[src/hdl/rk4s_pkg.sv]
// Shared types, constants and fixed-point helpers of the RK4 step engine.
package rk4s_pkg;

   // Word format: signed fixed point, FRAC_BITS fraction bits
   localparam int WORD_W    = 48;
   localparam int FRAC_BITS = 24;
   localparam int STEP_W    = 25;

   // Weighted sum k1 + 2k2 + 2k3 + k4 needs three more bits than a word
   localparam int SUM_W  = WORD_W + 3;
   localparam int WIDE_W = WORD_W + 4;
   localparam int QUO_W  = WORD_W + 1;

   // Multiplier: the word magnitude is cut in two halves, one per cycle
   localparam int SPLIT_W = WORD_W / 2;
   localparam int PART_W  = (WORD_W - SPLIT_W) + STEP_W;
   localparam int PROD_W  = WORD_W + STEP_W + 1;

   // Divide by six: one radix-16 digit per cycle, digit by reciprocal
   localparam int DIGIT_W    = 4;
   localparam int REM_W      = 3;
   localparam int DV_W       = REM_W + DIGIT_W;
   localparam int RECIP_W    = 6;
   localparam int RECIP_SH   = 8;
   localparam int DP_W       = DV_W + RECIP_W;
   localparam int DIV_DIGITS = (SUM_W + DIGIT_W) / DIGIT_W;
   localparam int DIV_W      = DIV_DIGITS * DIGIT_W;
   localparam int DIV_CNT_W  = $clog2(DIV_DIGITS + 1);

   localparam logic [RECIP_W-1:0] RECIP_SIXTH = 6'd43;
   localparam logic [DV_W-1:0]    DIVISOR     = 7'd6;
   localparam logic [DIV_W-1:0]   SIXTH_BIAS  = DIV_W'(3);

   // RK4 stage counter
   localparam int RK_STAGES = 4;
   localparam int ITER_W    = $clog2(RK_STAGES);

   localparam int CSR_IDX_W = 2;

   typedef logic signed [WORD_W-1:0] word_type;
   typedef logic signed [WIDE_W-1:0] wide_type;
   typedef logic signed [SUM_W-1:0]  sum_type;
   typedef logic [STEP_W-1:0]        step_type;

   localparam word_type WORD_MAX = {1'b0, {(WORD_W-1){1'b1}}};
   localparam word_type WORD_MIN = {1'b1, {(WORD_W-1){1'b0}}};

   localparam logic [PROD_W-1:0] ROUND_HALF = PROD_W'(1) << (FRAC_BITS - 1);

   localparam step_type STEP_RESET  = 25'd167772;
   localparam step_type STEP_ONE    = step_type'(1) << FRAC_BITS;
   localparam word_type SLOPE_RESET = 48'sd67108864;

   typedef enum logic [CSR_IDX_W-1:0] {
      CSR_STEP_SIZE   = 2'd0,
      CSR_START_X     = 2'd1,
      CSR_START_Y     = 2'd2,
      CSR_START_SLOPE = 2'd3
   } csr_index_type;

   typedef struct packed {
      word_type value;
      logic     sat;
   } sat_word_type;

   typedef struct packed {
      logic     done;
      word_type value;
      logic     sat;
   } mulh_out_type;

   typedef struct packed {
      logic             done;
      logic             neg;
      logic [QUO_W-1:0] quot;
   } div_out_type;

   // Clamp a wide signed value to the word range, flag saturation
   function automatic sat_word_type clamp_wide(input wide_type v);
      sat_word_type r;
      r.sat = (v[WIDE_W-1:WORD_W-1] != {(WIDE_W-WORD_W+1){v[WIDE_W-1]}});
      if (r.sat) begin
         r.value = v[WIDE_W-1] ? WORD_MIN : WORD_MAX;
      end else begin
         r.value = v[WORD_W-1:0];
      end
      return r;
   endfunction

   function automatic sat_word_type sat_add(input word_type a, input word_type b);
      return clamp_wide(wide_type'(a) + wide_type'(b));
   endfunction

   // Halve, round to nearest, ties away from zero
   function automatic word_type halve(input word_type v);
      logic signed [WORD_W:0] e;
      e = {v[WORD_W-1], v} + {{WORD_W{1'b0}}, ~v[WORD_W-1]};
      return e[WORD_W:1];
   endfunction

   // Right-hand side y'' = -2y' + 3y + 2x, saturated
   function automatic sat_word_type curve(input word_type x, input word_type y,
                                          input word_type d);
      wide_type xw;
      wide_type yw;
      wide_type dw;
      xw = wide_type'(x);
      yw = wide_type'(y);
      dw = wide_type'(d);
      return clamp_wide((xw <<< 1) + yw + (yw <<< 1) - (dw <<< 1));
   endfunction

endpackage

[src/hdl/rk4s_chan_if.sv]
// Handshake channel interfaces of the RK4 step engine.
interface rk4s_req_if;
   logic valid;
   logic ready;
   logic restart;

   modport source (output valid, output restart, input ready);
   modport sink (input valid, input restart, output ready);
endinterface

interface rk4s_rsp_if import rk4s_pkg::*; ();
   logic     valid;
   logic     ready;
   word_type x_out;
   word_type y_out;
   word_type slope_out;
   word_type curvature_out;
   logic     overflow;

   modport source (output valid, output x_out, output y_out, output slope_out,
                   output curvature_out, output overflow, input ready);
   modport sink (input valid, input x_out, input y_out, input slope_out,
                 input curvature_out, input overflow, output ready);
endinterface

[src/hdl/rk4s_mulh.sv]
// Shared multiply-by-step unit: two half-word partial products, round, saturate.
module rk4s_mulh import rk4s_pkg::*; (
   input  logic         clock,
   input  logic         reset,
   input  logic         start,
   input  word_type     operand,
   input  step_type     step,
   output mulh_out_type result
);

   typedef enum logic [3:0] {
      MUL_IDLE = 4'b0001,
      MUL_LO   = 4'b0010,
      MUL_HI   = 4'b0100,
      MUL_SUM  = 4'b1000
   } mul_state_type;

   mul_state_type state_ff, state_in;
   logic [WORD_W-1:0] mag_ff, mag_in;
   logic neg_ff, neg_in;
   logic [PART_W-1:0] lo_ff, lo_in, hi_ff, hi_in, part_prod;
   logic [WORD_W-SPLIT_W-1:0] part;
   logic [PROD_W-1:0] full, rnd, limit, clipped;
   logic over;
   word_type value_ff, value_in;
   logic sat_ff, sat_in, done_ff, done_in;

   always_comb begin
      part = (state_ff == MUL_LO) ? (WORD_W-SPLIT_W)'(mag_ff[SPLIT_W-1:0])
                                  : mag_ff[WORD_W-1:SPLIT_W];
      part_prod = PART_W'(part) * PART_W'(step);

      full    = (PROD_W'(hi_ff) << SPLIT_W) + PROD_W'(lo_ff) + ROUND_HALF;
      rnd     = full >> FRAC_BITS;
      limit   = PROD_W'(WORD_MAX) + PROD_W'(neg_ff);
      // Full-scale negative input at a unit step lands on the limit yet counts as saturated
      over    = (rnd > limit) || (mag_ff[WORD_W-1] && (step == STEP_ONE));
      clipped = over ? limit : rnd;

      state_in = state_ff;
      mag_in   = mag_ff;
      neg_in   = neg_ff;
      lo_in    = lo_ff;
      hi_in    = hi_ff;
      value_in = value_ff;
      sat_in   = sat_ff;
      done_in  = 1'b0;

      case (state_ff)
         MUL_IDLE: begin
            if (start) begin
               neg_in   = operand[WORD_W-1];
               mag_in   = operand[WORD_W-1] ? (~operand + 1'b1) : operand;
               state_in = MUL_LO;
            end
         end
         MUL_LO: begin
            lo_in    = part_prod;
            state_in = MUL_HI;
         end
         MUL_HI: begin
            hi_in    = part_prod;
            state_in = MUL_SUM;
         end
         MUL_SUM: begin
            value_in = neg_ff ? -clipped[WORD_W-1:0] : clipped[WORD_W-1:0];
            sat_in   = over;
            done_in  = 1'b1;
            state_in = MUL_IDLE;
         end
         default: begin
            state_in = MUL_IDLE;
         end
      endcase
   end

   always_ff @(posedge clock) begin
      if (reset) begin
         state_ff <= MUL_IDLE;
         done_ff  <= 1'b0;
      end else begin
         state_ff <= state_in;
         done_ff  <= done_in;
      end
      mag_ff   <= mag_in;
      neg_ff   <= neg_in;
      lo_ff    <= lo_in;
      hi_ff    <= hi_in;
      value_ff <= value_in;
      sat_ff   <= sat_in;
   end

   assign result.done  = done_ff;
   assign result.value = value_ff;
   assign result.sat   = sat_ff;

endmodule

[src/hdl/rk4s_div6.sv]
// Divide-by-six unit, rounded half away from zero, one radix-16 digit a cycle.
module rk4s_div6 import rk4s_pkg::*; (
   input  logic        clock,
   input  logic        reset,
   input  logic        start,
   input  sum_type     dividend,
   output div_out_type result
);

   typedef enum logic [1:0] {
      DIV_IDLE = 2'b01,
      DIV_RUN  = 2'b10
   } div_state_type;

   div_state_type state_ff, state_in;
   logic [DIV_CNT_W-1:0] cnt_ff, cnt_in;
   logic [REM_W-1:0] rem_ff, rem_in;
   logic [DIV_W-1:0] mag_ff, mag_in, quo_ff, quo_in, ext;
   logic neg_ff, neg_in, done_ff, done_in;
   logic [DV_W-1:0] partial, back;
   logic [DP_W-1:0] est;
   logic [DIGIT_W-1:0] digit;

   always_comb begin
      ext     = DIV_W'(dividend);
      partial = {rem_ff, mag_ff[DIV_W-1 -: DIGIT_W]};
      est     = DP_W'(partial) * DP_W'(RECIP_SIXTH);
      digit   = est[RECIP_SH +: DIGIT_W];
      back    = partial - DV_W'(digit) * DIVISOR;

      state_in = state_ff;
      cnt_in   = cnt_ff;
      rem_in   = rem_ff;
      mag_in   = mag_ff;
      quo_in   = quo_ff;
      neg_in   = neg_ff;
      done_in  = 1'b0;

      case (state_ff)
         DIV_IDLE: begin
            if (start) begin
               neg_in   = dividend[SUM_W-1];
               mag_in   = (dividend[SUM_W-1] ? -ext : ext) + SIXTH_BIAS;
               rem_in   = '0;
               quo_in   = '0;
               cnt_in   = DIV_CNT_W'(DIV_DIGITS);
               state_in = DIV_RUN;
            end
         end
         DIV_RUN: begin
            rem_in = back[REM_W-1:0];
            mag_in = mag_ff << DIGIT_W;
            quo_in = {quo_ff[DIV_W-DIGIT_W-1:0], digit};
            cnt_in = cnt_ff - 1'b1;
            if (cnt_ff == DIV_CNT_W'(1)) begin
               done_in  = 1'b1;
               state_in = DIV_IDLE;
            end
         end
         default: begin
            state_in = DIV_IDLE;
         end
      endcase
   end

   always_ff @(posedge clock) begin
      if (reset) begin
         state_ff <= DIV_IDLE;
         done_ff  <= 1'b0;
         cnt_ff   <= '0;
      end else begin
         state_ff <= state_in;
         done_ff  <= done_in;
         cnt_ff   <= cnt_in;
      end
      rem_ff <= rem_in;
      mag_ff <= mag_in;
      quo_ff <= quo_in;
      neg_ff <= neg_in;
   end

   assign result.done = done_ff;
   assign result.neg  = neg_ff;
   assign result.quot = quo_ff[QUO_W-1:0];

endmodule

[src/hdl/rk4_second_order_ode_step.sv]
// Top level of the RK4 step engine: sequencer, state and datapath registers.
//
// Integrates y'' = -2y' + 3y + 2x with the classical fourth-order Runge-Kutta
// method in signed 48-bit Q24.24 words. A request transaction with restart set
// loads x, y and y' from the start registers and returns that point; one with
// restart clear advances the state by one step of h and returns the new x, y,
// y', the curvature y'' evaluated at the new point, and an overflow flag that
// is set when any intermediate or final value saturated during that item. The
// block handles one item at a time and holds req ready low while busy, and it
// is ready again in the cycle after the response transaction. The step time is
// set by the eight products with h on the single shared 24x25-bit multiplier
// and by the two divisions by six of the weighted sums in the digit-serial
// divider. Write the configuration registers only while idle.
module rk4_second_order_ode_step import rk4s_pkg::*; (
   input  logic                 clock,
   input  logic                 reset,
   rk4s_req_if.sink             req_bus,
   rk4s_rsp_if.source           rsp_bus,
   input  logic                 csr_wr_en,
   input  logic [CSR_IDX_W-1:0] csr_index,
   input  word_type             csr_wdata
);

   typedef enum logic [13:0] {
      ST_IDLE    = 14'b00000000000001,
      ST_LOAD    = 14'b00000000000010,
      ST_PREP    = 14'b00000000000100,
      ST_CURV    = 14'b00000000001000,
      ST_K_GO    = 14'b00000000010000,
      ST_K_WAIT  = 14'b00000000100000,
      ST_M_GO    = 14'b00000001000000,
      ST_M_WAIT  = 14'b00000010000000,
      ST_DY_GO   = 14'b00000100000000,
      ST_DY_WAIT = 14'b00001000000000,
      ST_DD_GO   = 14'b00010000000000,
      ST_DD_WAIT = 14'b00100000000000,
      ST_FINAL   = 14'b01000000000000,
      ST_OUT     = 14'b10000000000000
   } state_type;

   state_type state_ff, state_in;

   // Configuration registers
   step_type step_ff, step_in;
   word_type sx_ff, sx_in, sy_ff, sy_in, sd_ff, sd_in;

   // Integrator state: x, y, y'
   word_type x_ff, x_in, y_ff, y_in, d_ff, d_in;

   // Working registers of one step
   word_type xm_ff, xm_in, xe_ff, xe_in;
   word_type ycur_ff, ycur_in, dcur_ff, dcur_in;
   word_type f_ff, f_in, k_ff, k_in;
   sum_type  ksum_ff, ksum_in, msum_ff, msum_in;
   logic [ITER_W-1:0] iter_ff, iter_in;
   logic sat_ff, sat_in;

   // Shared units
   mulh_out_type mul_res;
   div_out_type  div_res;
   logic     mul_start, div_start;
   word_type mul_opnd;
   sum_type  div_opnd;

   // Datapath helpers
   logic [STEP_W:0] step_rnd;
   sat_word_type xm_sat, xe_sat, curv_sat, ynext_sat, dnext_sat, fin_sat;
   word_type cx, cy, cd, base;
   sum_type  prod_ext, prod_add, acc_base;
   wide_type quot_ext;
   logic     dbl, last, accept;

   rk4s_mulh u_mulh (
      .clock   (clock),
      .reset   (reset),
      .start   (mul_start),
      .operand (mul_opnd),
      .step    (step_ff),
      .result  (mul_res)
   );

   rk4s_div6 u_div6 (
      .clock    (clock),
      .reset    (reset),
      .start    (div_start),
      .dividend (div_opnd),
      .result   (div_res)
   );

   assign accept = req_bus.valid && req_bus.ready;

   always_comb begin
      // x at mid step and end of step
      step_rnd = (STEP_W+1)'(step_ff) + (STEP_W+1)'(1);
      xm_sat   = clamp_wide(wide_type'(x_ff) + wide_type'(step_rnd[STEP_W:1]));
      xe_sat   = clamp_wide(wide_type'(x_ff) + wide_type'(step_ff));

      // One curvature evaluator: stage point, or the emitted point at the end
      if (state_ff == ST_FINAL) begin
         cx = x_ff;
         cy = y_ff;
         cd = d_ff;
      end else begin
         cx = (iter_ff == '0) ? x_ff
            : (iter_ff == ITER_W'(RK_STAGES - 1)) ? xe_ff : xm_ff;
         cy = ycur_ff;
         cd = dcur_ff;
      end
      curv_sat = curve(cx, cy, cd);

      // Weighted accumulation: stages two and three count twice
      dbl      = (iter_ff == ITER_W'(1)) || (iter_ff == ITER_W'(2));
      last     = (iter_ff == ITER_W'(RK_STAGES - 2));
      prod_ext = sum_type'(mul_res.value);
      prod_add = dbl ? (prod_ext <<< 1) : prod_ext;
      acc_base = (state_ff == ST_K_WAIT) ? ksum_ff : msum_ff;

      // Next stage arguments; the final stage takes full rather than half terms
      ynext_sat = sat_add(y_ff, last ? k_ff : halve(k_ff));
      dnext_sat = sat_add(d_ff, last ? mul_res.value : halve(mul_res.value));

      // Old value plus or minus the sixth of the weighted sum
      base     = (state_ff == ST_DY_WAIT) ? y_ff : d_ff;
      quot_ext = wide_type'(div_res.quot);
      fin_sat  = clamp_wide(div_res.neg ? (wide_type'(base) - quot_ext)
                                        : (wide_type'(base) + quot_ext));

      mul_start = (state_ff == ST_K_GO) || (state_ff == ST_M_GO);
      mul_opnd  = (state_ff == ST_K_GO) ? dcur_ff : f_ff;
      div_start = (state_ff == ST_DY_GO) || (state_ff == ST_DD_GO);
      div_opnd  = (state_ff == ST_DY_GO) ? ksum_ff : msum_ff;
   end

   // Configuration writes
   always_comb begin
      step_in = step_ff;
      sx_in   = sx_ff;
      sy_in   = sy_ff;
      sd_in   = sd_ff;
      if (csr_wr_en) begin
         case (csr_index_type'(csr_index))
            CSR_STEP_SIZE:   step_in = csr_wdata[STEP_W-1:0];
            CSR_START_X:     sx_in   = csr_wdata;
            CSR_START_Y:     sy_in   = csr_wdata;
            CSR_START_SLOPE: sd_in   = csr_wdata;
            default:         step_in = step_ff;
         endcase
      end
   end

   // Sequencer
   always_comb begin
      state_in = state_ff;
      x_in     = x_ff;
      y_in     = y_ff;
      d_in     = d_ff;
      xm_in    = xm_ff;
      xe_in    = xe_ff;
      ycur_in  = ycur_ff;
      dcur_in  = dcur_ff;
      f_in     = f_ff;
      k_in     = k_ff;
      ksum_in  = ksum_ff;
      msum_in  = msum_ff;
      iter_in  = iter_ff;
      sat_in   = sat_ff;

      case (state_ff)
         ST_IDLE: begin
            if (accept) begin
               sat_in   = 1'b0;
               state_in = req_bus.restart ? ST_LOAD : ST_PREP;
            end
         end
         ST_LOAD: begin
            x_in     = sx_ff;
            y_in     = sy_ff;
            d_in     = sd_ff;
            state_in = ST_FINAL;
         end
         ST_PREP: begin
            xm_in    = xm_sat.value;
            xe_in    = xe_sat.value;
            sat_in   = sat_ff | xm_sat.sat | xe_sat.sat;
            ycur_in  = y_ff;
            dcur_in  = d_ff;
            ksum_in  = '0;
            msum_in  = '0;
            iter_in  = '0;
            state_in = ST_CURV;
         end
         ST_CURV: begin
            f_in     = curv_sat.value;
            sat_in   = sat_ff | curv_sat.sat;
            state_in = ST_K_GO;
         end
         ST_K_GO: begin
            state_in = ST_K_WAIT;
         end
         ST_K_WAIT: begin
            if (mul_res.done) begin
               k_in     = mul_res.value;
               ksum_in  = acc_base + prod_add;
               sat_in   = sat_ff | mul_res.sat;
               state_in = ST_M_GO;
            end
         end
         ST_M_GO: begin
            state_in = ST_M_WAIT;
         end
         ST_M_WAIT: begin
            if (mul_res.done) begin
               msum_in = acc_base + prod_add;
               if (iter_ff == ITER_W'(RK_STAGES - 1)) begin
                  sat_in   = sat_ff | mul_res.sat;
                  state_in = ST_DY_GO;
               end else begin
                  // Advance to the next stage's y and y'
                  ycur_in  = ynext_sat.value;
                  dcur_in  = dnext_sat.value;
                  sat_in   = sat_ff | mul_res.sat | ynext_sat.sat | dnext_sat.sat;
                  iter_in  = iter_ff + 1'b1;
                  state_in = ST_CURV;
               end
            end
         end
         ST_DY_GO: begin
            x_in     = xe_ff;
            state_in = ST_DY_WAIT;
         end
         ST_DY_WAIT: begin
            if (div_res.done) begin
               y_in     = fin_sat.value;
               sat_in   = sat_ff | fin_sat.sat;
               state_in = ST_DD_GO;
            end
         end
         ST_DD_GO: begin
            state_in = ST_DD_WAIT;
         end
         ST_DD_WAIT: begin
            if (div_res.done) begin
               d_in     = fin_sat.value;
               sat_in   = sat_ff | fin_sat.sat;
               state_in = ST_FINAL;
            end
         end
         ST_FINAL: begin
            f_in     = curv_sat.value;
            sat_in   = sat_ff | curv_sat.sat;
            state_in = ST_OUT;
         end
         ST_OUT: begin
            // Hold the result until the response transaction completes
            if (rsp_bus.ready) begin
               state_in = ST_IDLE;
            end
         end
         default: begin
            state_in = ST_IDLE;
         end
      endcase
   end

   always_ff @(posedge clock) begin
      if (reset) begin
         state_ff <= ST_IDLE;
         step_ff  <= STEP_RESET;
         sx_ff    <= '0;
         sy_ff    <= '0;
         sd_ff    <= SLOPE_RESET;
         x_ff     <= '0;
         y_ff     <= '0;
         d_ff     <= '0;
         iter_ff  <= '0;
         sat_ff   <= 1'b0;
      end else begin
         state_ff <= state_in;
         step_ff  <= step_in;
         sx_ff    <= sx_in;
         sy_ff    <= sy_in;
         sd_ff    <= sd_in;
         x_ff     <= x_in;
         y_ff     <= y_in;
         d_ff     <= d_in;
         iter_ff  <= iter_in;
         sat_ff   <= sat_in;
      end
      xm_ff   <= xm_in;
      xe_ff   <= xe_in;
      ycur_ff <= ycur_in;
      dcur_ff <= dcur_in;
      f_ff    <= f_in;
      k_ff    <= k_in;
      ksum_ff <= ksum_in;
      msum_ff <= msum_in;
   end

   assign req_bus.ready         = (state_ff == ST_IDLE);
   assign rsp_bus.valid         = (state_ff == ST_OUT);
   assign rsp_bus.x_out         = x_ff;
   assign rsp_bus.y_out         = y_ff;
   assign rsp_bus.slope_out     = d_ff;
   assign rsp_bus.curvature_out = f_ff;
   assign rsp_bus.overflow      = sat_ff;

   // Never take a request while a response is pending
   a_no_overlap: assert property (@(posedge clock) disable iff (reset)
      !(req_bus.ready && rsp_bus.valid))
      else $error("request taken while a response is pending");

   // A product may only land while the sequencer waits for it
   a_mul_expected: assert property (@(posedge clock) disable iff (reset)
      mul_res.done |-> (state_ff == ST_K_WAIT || state_ff == ST_M_WAIT))
      else $error("multiplier result arrived outside a wait state");

   // A quotient may only land while the sequencer waits for it
   a_div_expected: assert property (@(posedge clock) disable iff (reset)
      div_res.done |-> (state_ff == ST_DY_WAIT || state_ff == ST_DD_WAIT))
      else $error("divider result arrived outside a wait state");

   // A restart transaction loads the start point on the next cycle
   a_restart_load: assert property (@(posedge clock) disable iff (reset)
      (accept && req_bus.restart) |=> (state_ff == ST_LOAD))
      else $error("restart did not load the start point");

endmodule
[src/flat_wrapper.sv]
// flat-port wrapper written by rule: the top's interface ports become plain ports
module rk4_second_order_ode_step_flat import rk4s_pkg::*;
  (clock, reset, csr_wr_en, csr_index, csr_wdata, req_bus_valid, req_bus_restart, req_bus_ready, rsp_bus_valid, rsp_bus_x_out, rsp_bus_y_out, rsp_bus_slope_out, rsp_bus_curvature_out, rsp_bus_overflow, rsp_bus_ready);
  rk4s_req_if req_bus_i ();
  rk4s_rsp_if rsp_bus_i ();
  input  logic clock;
  input  logic reset;
  input  logic csr_wr_en;
  input  logic [CSR_IDX_W-1:0] csr_index;
  input  word_type csr_wdata;
  input wire logic [$bits(req_bus_i.valid)-1:0] req_bus_valid;
  input wire logic [$bits(req_bus_i.restart)-1:0] req_bus_restart;
  output wire logic [$bits(req_bus_i.ready)-1:0] req_bus_ready;
  output wire logic [$bits(rsp_bus_i.valid)-1:0] rsp_bus_valid;
  output wire logic [$bits(rsp_bus_i.x_out)-1:0] rsp_bus_x_out;
  output wire logic [$bits(rsp_bus_i.y_out)-1:0] rsp_bus_y_out;
  output wire logic [$bits(rsp_bus_i.slope_out)-1:0] rsp_bus_slope_out;
  output wire logic [$bits(rsp_bus_i.curvature_out)-1:0] rsp_bus_curvature_out;
  output wire logic [$bits(rsp_bus_i.overflow)-1:0] rsp_bus_overflow;
  input wire logic [$bits(rsp_bus_i.ready)-1:0] rsp_bus_ready;
  assign req_bus_i.valid = req_bus_valid;
  assign req_bus_i.restart = req_bus_restart;
  assign req_bus_ready = req_bus_i.ready;
  assign rsp_bus_valid = rsp_bus_i.valid;
  assign rsp_bus_x_out = rsp_bus_i.x_out;
  assign rsp_bus_y_out = rsp_bus_i.y_out;
  assign rsp_bus_slope_out = rsp_bus_i.slope_out;
  assign rsp_bus_curvature_out = rsp_bus_i.curvature_out;
  assign rsp_bus_overflow = rsp_bus_i.overflow;
  assign rsp_bus_i.ready = rsp_bus_ready;
  rk4_second_order_ode_step u_core (.clock(clock), .reset(reset), .req_bus(req_bus_i), .rsp_bus(rsp_bus_i), .csr_wr_en(csr_wr_en), .csr_index(csr_index), .csr_wdata(csr_wdata));
endmodule
[config.mk]
export PLATFORM = sky130hd
export DESIGN_NAME = rk4_second_order_ode_step_flat
export DESIGN_NICKNAME = d
export VERILOG_FILES = /design/src/hdl/rk4s_pkg.sv /design/src/hdl/rk4s_chan_if.sv /design/src/hdl/rk4s_mulh.sv /design/src/hdl/rk4s_div6.sv /design/src/hdl/rk4_second_order_ode_step.sv /design/src/flat_wrapper.sv
export SDC_FILE = /design/constraint.sdc
export NUM_CORES = 2
export LEC_CHECK = 0
export BUFFER_PORTS_ARGS = -buffer_cell sky130_fd_sc_hd__buf_4
export CAP_MARGIN = 20
export CORE_MARGIN = 2
export CORE_UTILIZATION = 45
export DETAILED_ROUTE_END_ITERATION = 8
export PLACE_DENSITY_LB_ADDON = 0.08
export SYNTH_ARGS = -nofsm -noshare
export SYNTH_HDL_FRONTEND = slang
export SYNTH_SLANG_ARGS = --single-unit
[constraint.sdc]
create_clock -name clock -period 10.15 [get_ports clock]
set_input_delay 2.03 -clock clock [delete_from_list [all_inputs] [get_ports clock]]
set_output_delay 2.03 -clock clock [all_outputs]
set_load 0.02 [all_outputs]
==> flow_summary.ini <==
[worst_setup_path]
path_class = reg -> reg
startpoint = u_core.state_ff[13]
path_max_fanout = 43
max_stage_delay_ns = 0.71
path_common_cell = buf_4
critPathLaunchType = register
setup.worst_path.end_class = register
crit_slowest_cell = or4b_4
required_ns = 10.66
path_buf_inv = 6
cp.arrival_ns = 10.15
path_delay_family = compound AO/OA/AOI/OAI gates
reg2reg_from = u_core.state_ff[13]

[layout]
fillCellCount = 19984
area_delta_synth_final_pct = 9.93
fin_nets = 12095
register_area_um2 = 26900
multi_input_comb_area_um2 = 62900
drive_gt1_frac = 0.0900
final_core_util = 0.497

[synth]
synth_top_area_cell = edfxtp_1
dominantRegCellSynth = edfxtp_1
ys_ff_latch = 1010
postSynth.asyncResetShare = 0
synth_nets = 12028
ys_top_cells_by_area = edfxtp_1 21%, fa_1 12%, ha_1 8.5%, dfxtp_1 7.2%, nand2_1 5.8%
synth_warnings = 0
synth_common_cells = 1453 x nand2_1, 816 x inv_1, 779 x a21oi_1
synth_area_um2 = 94700
postSynthAreaPerCell_um2 = 8.80
synth-edff-count = 668
ys_types = 113
synth.most_common_cell = nand2_1
syn_inst = 10768
yosys.area.top_type_share = 0.212
yosysSeqAreaShare = 0.284

[detailed_routing]
vias = 83101
drc = 0
viasPerCell = 6.04
ant_nets = 0
first_iter_violations = 8789
routed_wl_um = 378000
dr.pass1.iters = 6
wire_per_inst_um = 27.5

[global_routing]
grt_use_total = 0.344
grt_first_pass_wirelength_um = 547000
grt-ovfl-total = 0
grt_pass1_vias = 80773
grt_max_degree = 178
grt_antenna_before_repair = 35

[placed_design]
io_buffers = 250
place_congestion = 1.00
dp_hpwl_um = 292000

[floorplanning]
die-area_um2 = 214000
ios = 251
die_w_um = 463
die-height_um = 463
start_util = 0.452
fp-row-count = 168
coreArea_um2 = 209000

[power_and_ir_drop]
leakagePower_nw = 43.9
peakVddDrop_mv = 0.725
seq_power_share = 0.302
intPower_mw = 9.59
p_sw_frac = 0.412
powerDensity_nw_per_um2 = 157
p_switching_mw = 6.71
total_power_mw = 16.3
combPwrFrac = 0.428
clockPowerShare = 0.270

[clock_network]
cts_max_level = 3
clockBufferDepth = 3
holdBufCountCts = 0
cts-root-buf = clkbuf_16
clock_latency_ns = 0.83
tritoncts = yes
cts_buffers = 121
path_clk_slew_ns = 0.07
clock-sinks = 1010

[status]
outcome = finished, final reports clean

[timing]
clock.fmax_mhz = 104
setup_viol = 0
slew_viol_final = 0
hold_ws_ns = 0.453
finalCritPeriodShare = 0.950
tns_ns = 0
worst_slew_pin_slew_ns = 1.23
period_needed_ns = 9.64
relSlewSlack = 0.173
finClkSkew_ns = 0.0625
hold_violations = 0

[hold_path]
hold_start = u_core.sy_ff[9]
worstHoldPathType = reg -> reg

[job]
max-cap-violations = 0
-- area by class of cell --
type	instances	share of cell area
multi-input cells	8384	0.604
flip-flops and latches	1010	0.258
repair buffers	495	0.0362
well taps	2805	0.0337
clock buffers	166	0.0323
inverters	823	0.0297
clock inverters	61	0.00561
diodes	11	0.000264
-- cells in the final DEF, fill, tap and decap left out, types with 54 or more instances in the layout --
| master | count |
|---|---|
| nand2_1 | 1451 |
| inv_1 | 814 |
| a21oi_1 | 777 |
| edfxtp_1 | 668 |
| nor2_1 | 646 |
| ha_1 | 639 |
| o21ai_0 | 596 |
| fa_1 | 562 |
| buf_4 | 489 |
| xnor2_1 | 426 |
| dfxtp_1 | 342 |
| mux2i_1 | 299 |
| xor2_1 | 275 |
| a21o_1 | 256 |
| nor3_1 | 201 |
| nand3_1 | 187 |
| nor2b_1 | 179 |
| mux2_2 | 165 |
| and2_1 | 147 |
| a211oi_1 | 141 |
| clkbuf_16 | 124 |
| nand2b_1 | 120 |
| o21a_1 | 116 |
| or3_1 | 101 |
| a31oi_1 | 100 |
| o211ai_1 | 98 |
| and3_1 | 90 |
| nand4_1 | 84 |
| o21bai_1 | 66 |
| a221oi_1 | 54 |
-- through the flow --
step	cells	instance area [µm²]	worst slack [ns]
finish	13755	104000	0.511
detailed placement	13511	100000	0.552
floorplan	10768	94700	0.387
global route	13747	104000	-0.0193
global placement	13508	100000	0.746
CTS	13738	104000	0.444
-- cell families after synthesis --
| group | after synthesis | synth area share |
|---|---|---|
| flip-flops | 1010 | 0.284 |
| AND/OR/NAND/NOR | 3474 | 0.173 |
| buffers and inverters | 1375 | 0.0553 |
| multiplexers | 475 | 0.0524 |
| AO/OA/AOI/OAI | 2523 | 0.166 |
| adder cells (fa/ha/maj) | 1209 | 0.204 |
| XOR/XNOR | 702 | 0.0650 |
-- metal layers --
| layer | part of all wire | GRT usage | wire length (µm) | up-vias |
|---|---|---|---|---|
| li1 | - | - | - | 37770 |
| met2 | 0.44 | 0.533 | 166000 | 3587 |
| met1 | 0.40 | 0.443 | 152000 | 40935 |
| met5 | 0.00020 | 0 | 76 | - |
| met3 | 0.083 | 0.0638 | 31300 | 799 |
| met4 | 0.073 | 0.213 | 27500 | 10 |
-- worst paths after layout --
kind	slack (ns)	endpoint	depth (start not counted)
setup / recovery	0.51	u_core.rsp_bus.curvature_out[17]	36
hold / removal	0.45	u_core.sy_ff[9]	2
setup reg to reg	0.51	u_core.rsp_bus.curvature_out[17]	36
hold reg to reg	0.45	u_core.sy_ff[9]	2
-- what timing repair did --
action,4_1_cts,5_1_grt
gates resized for setup,0,8
setup endpoints to repair,0,47
buffers inserted,0,4
-- registers in the layout (all words and copies together), names as in the netlist, 49 cells and up --
register,cells
u_core.ksum_ff,51
u_core.msum_ff,51
u_core.u_div6.mag_ff,52
u_core.u_div6.quo_ff,49
u_core.u_mulh.hi_ff,49
-- power groups by stage --
stage	registers, mW	logic [mW]	clock network (mW)
CTS	4.91	7.01	4.47
global placement	5.00	6.91	0
floorplan	4.96	4.11	0
finish	4.92	6.98	4.40
detailed placement	5.00	6.91	0
global route	4.92	7.51	4.62
-- worst reg2reg max path: cells and delay by family (launching register included) --
kind            cells  cell delay (ns)
compound gates     18             4.23
flops               1             0.36
fa+ha+maj           3             1.13
buf+inv             6             0.99
mux                 1             0.37
simple gates        8             2.26
Note: power is estimated with default switching activity, not from simulation.
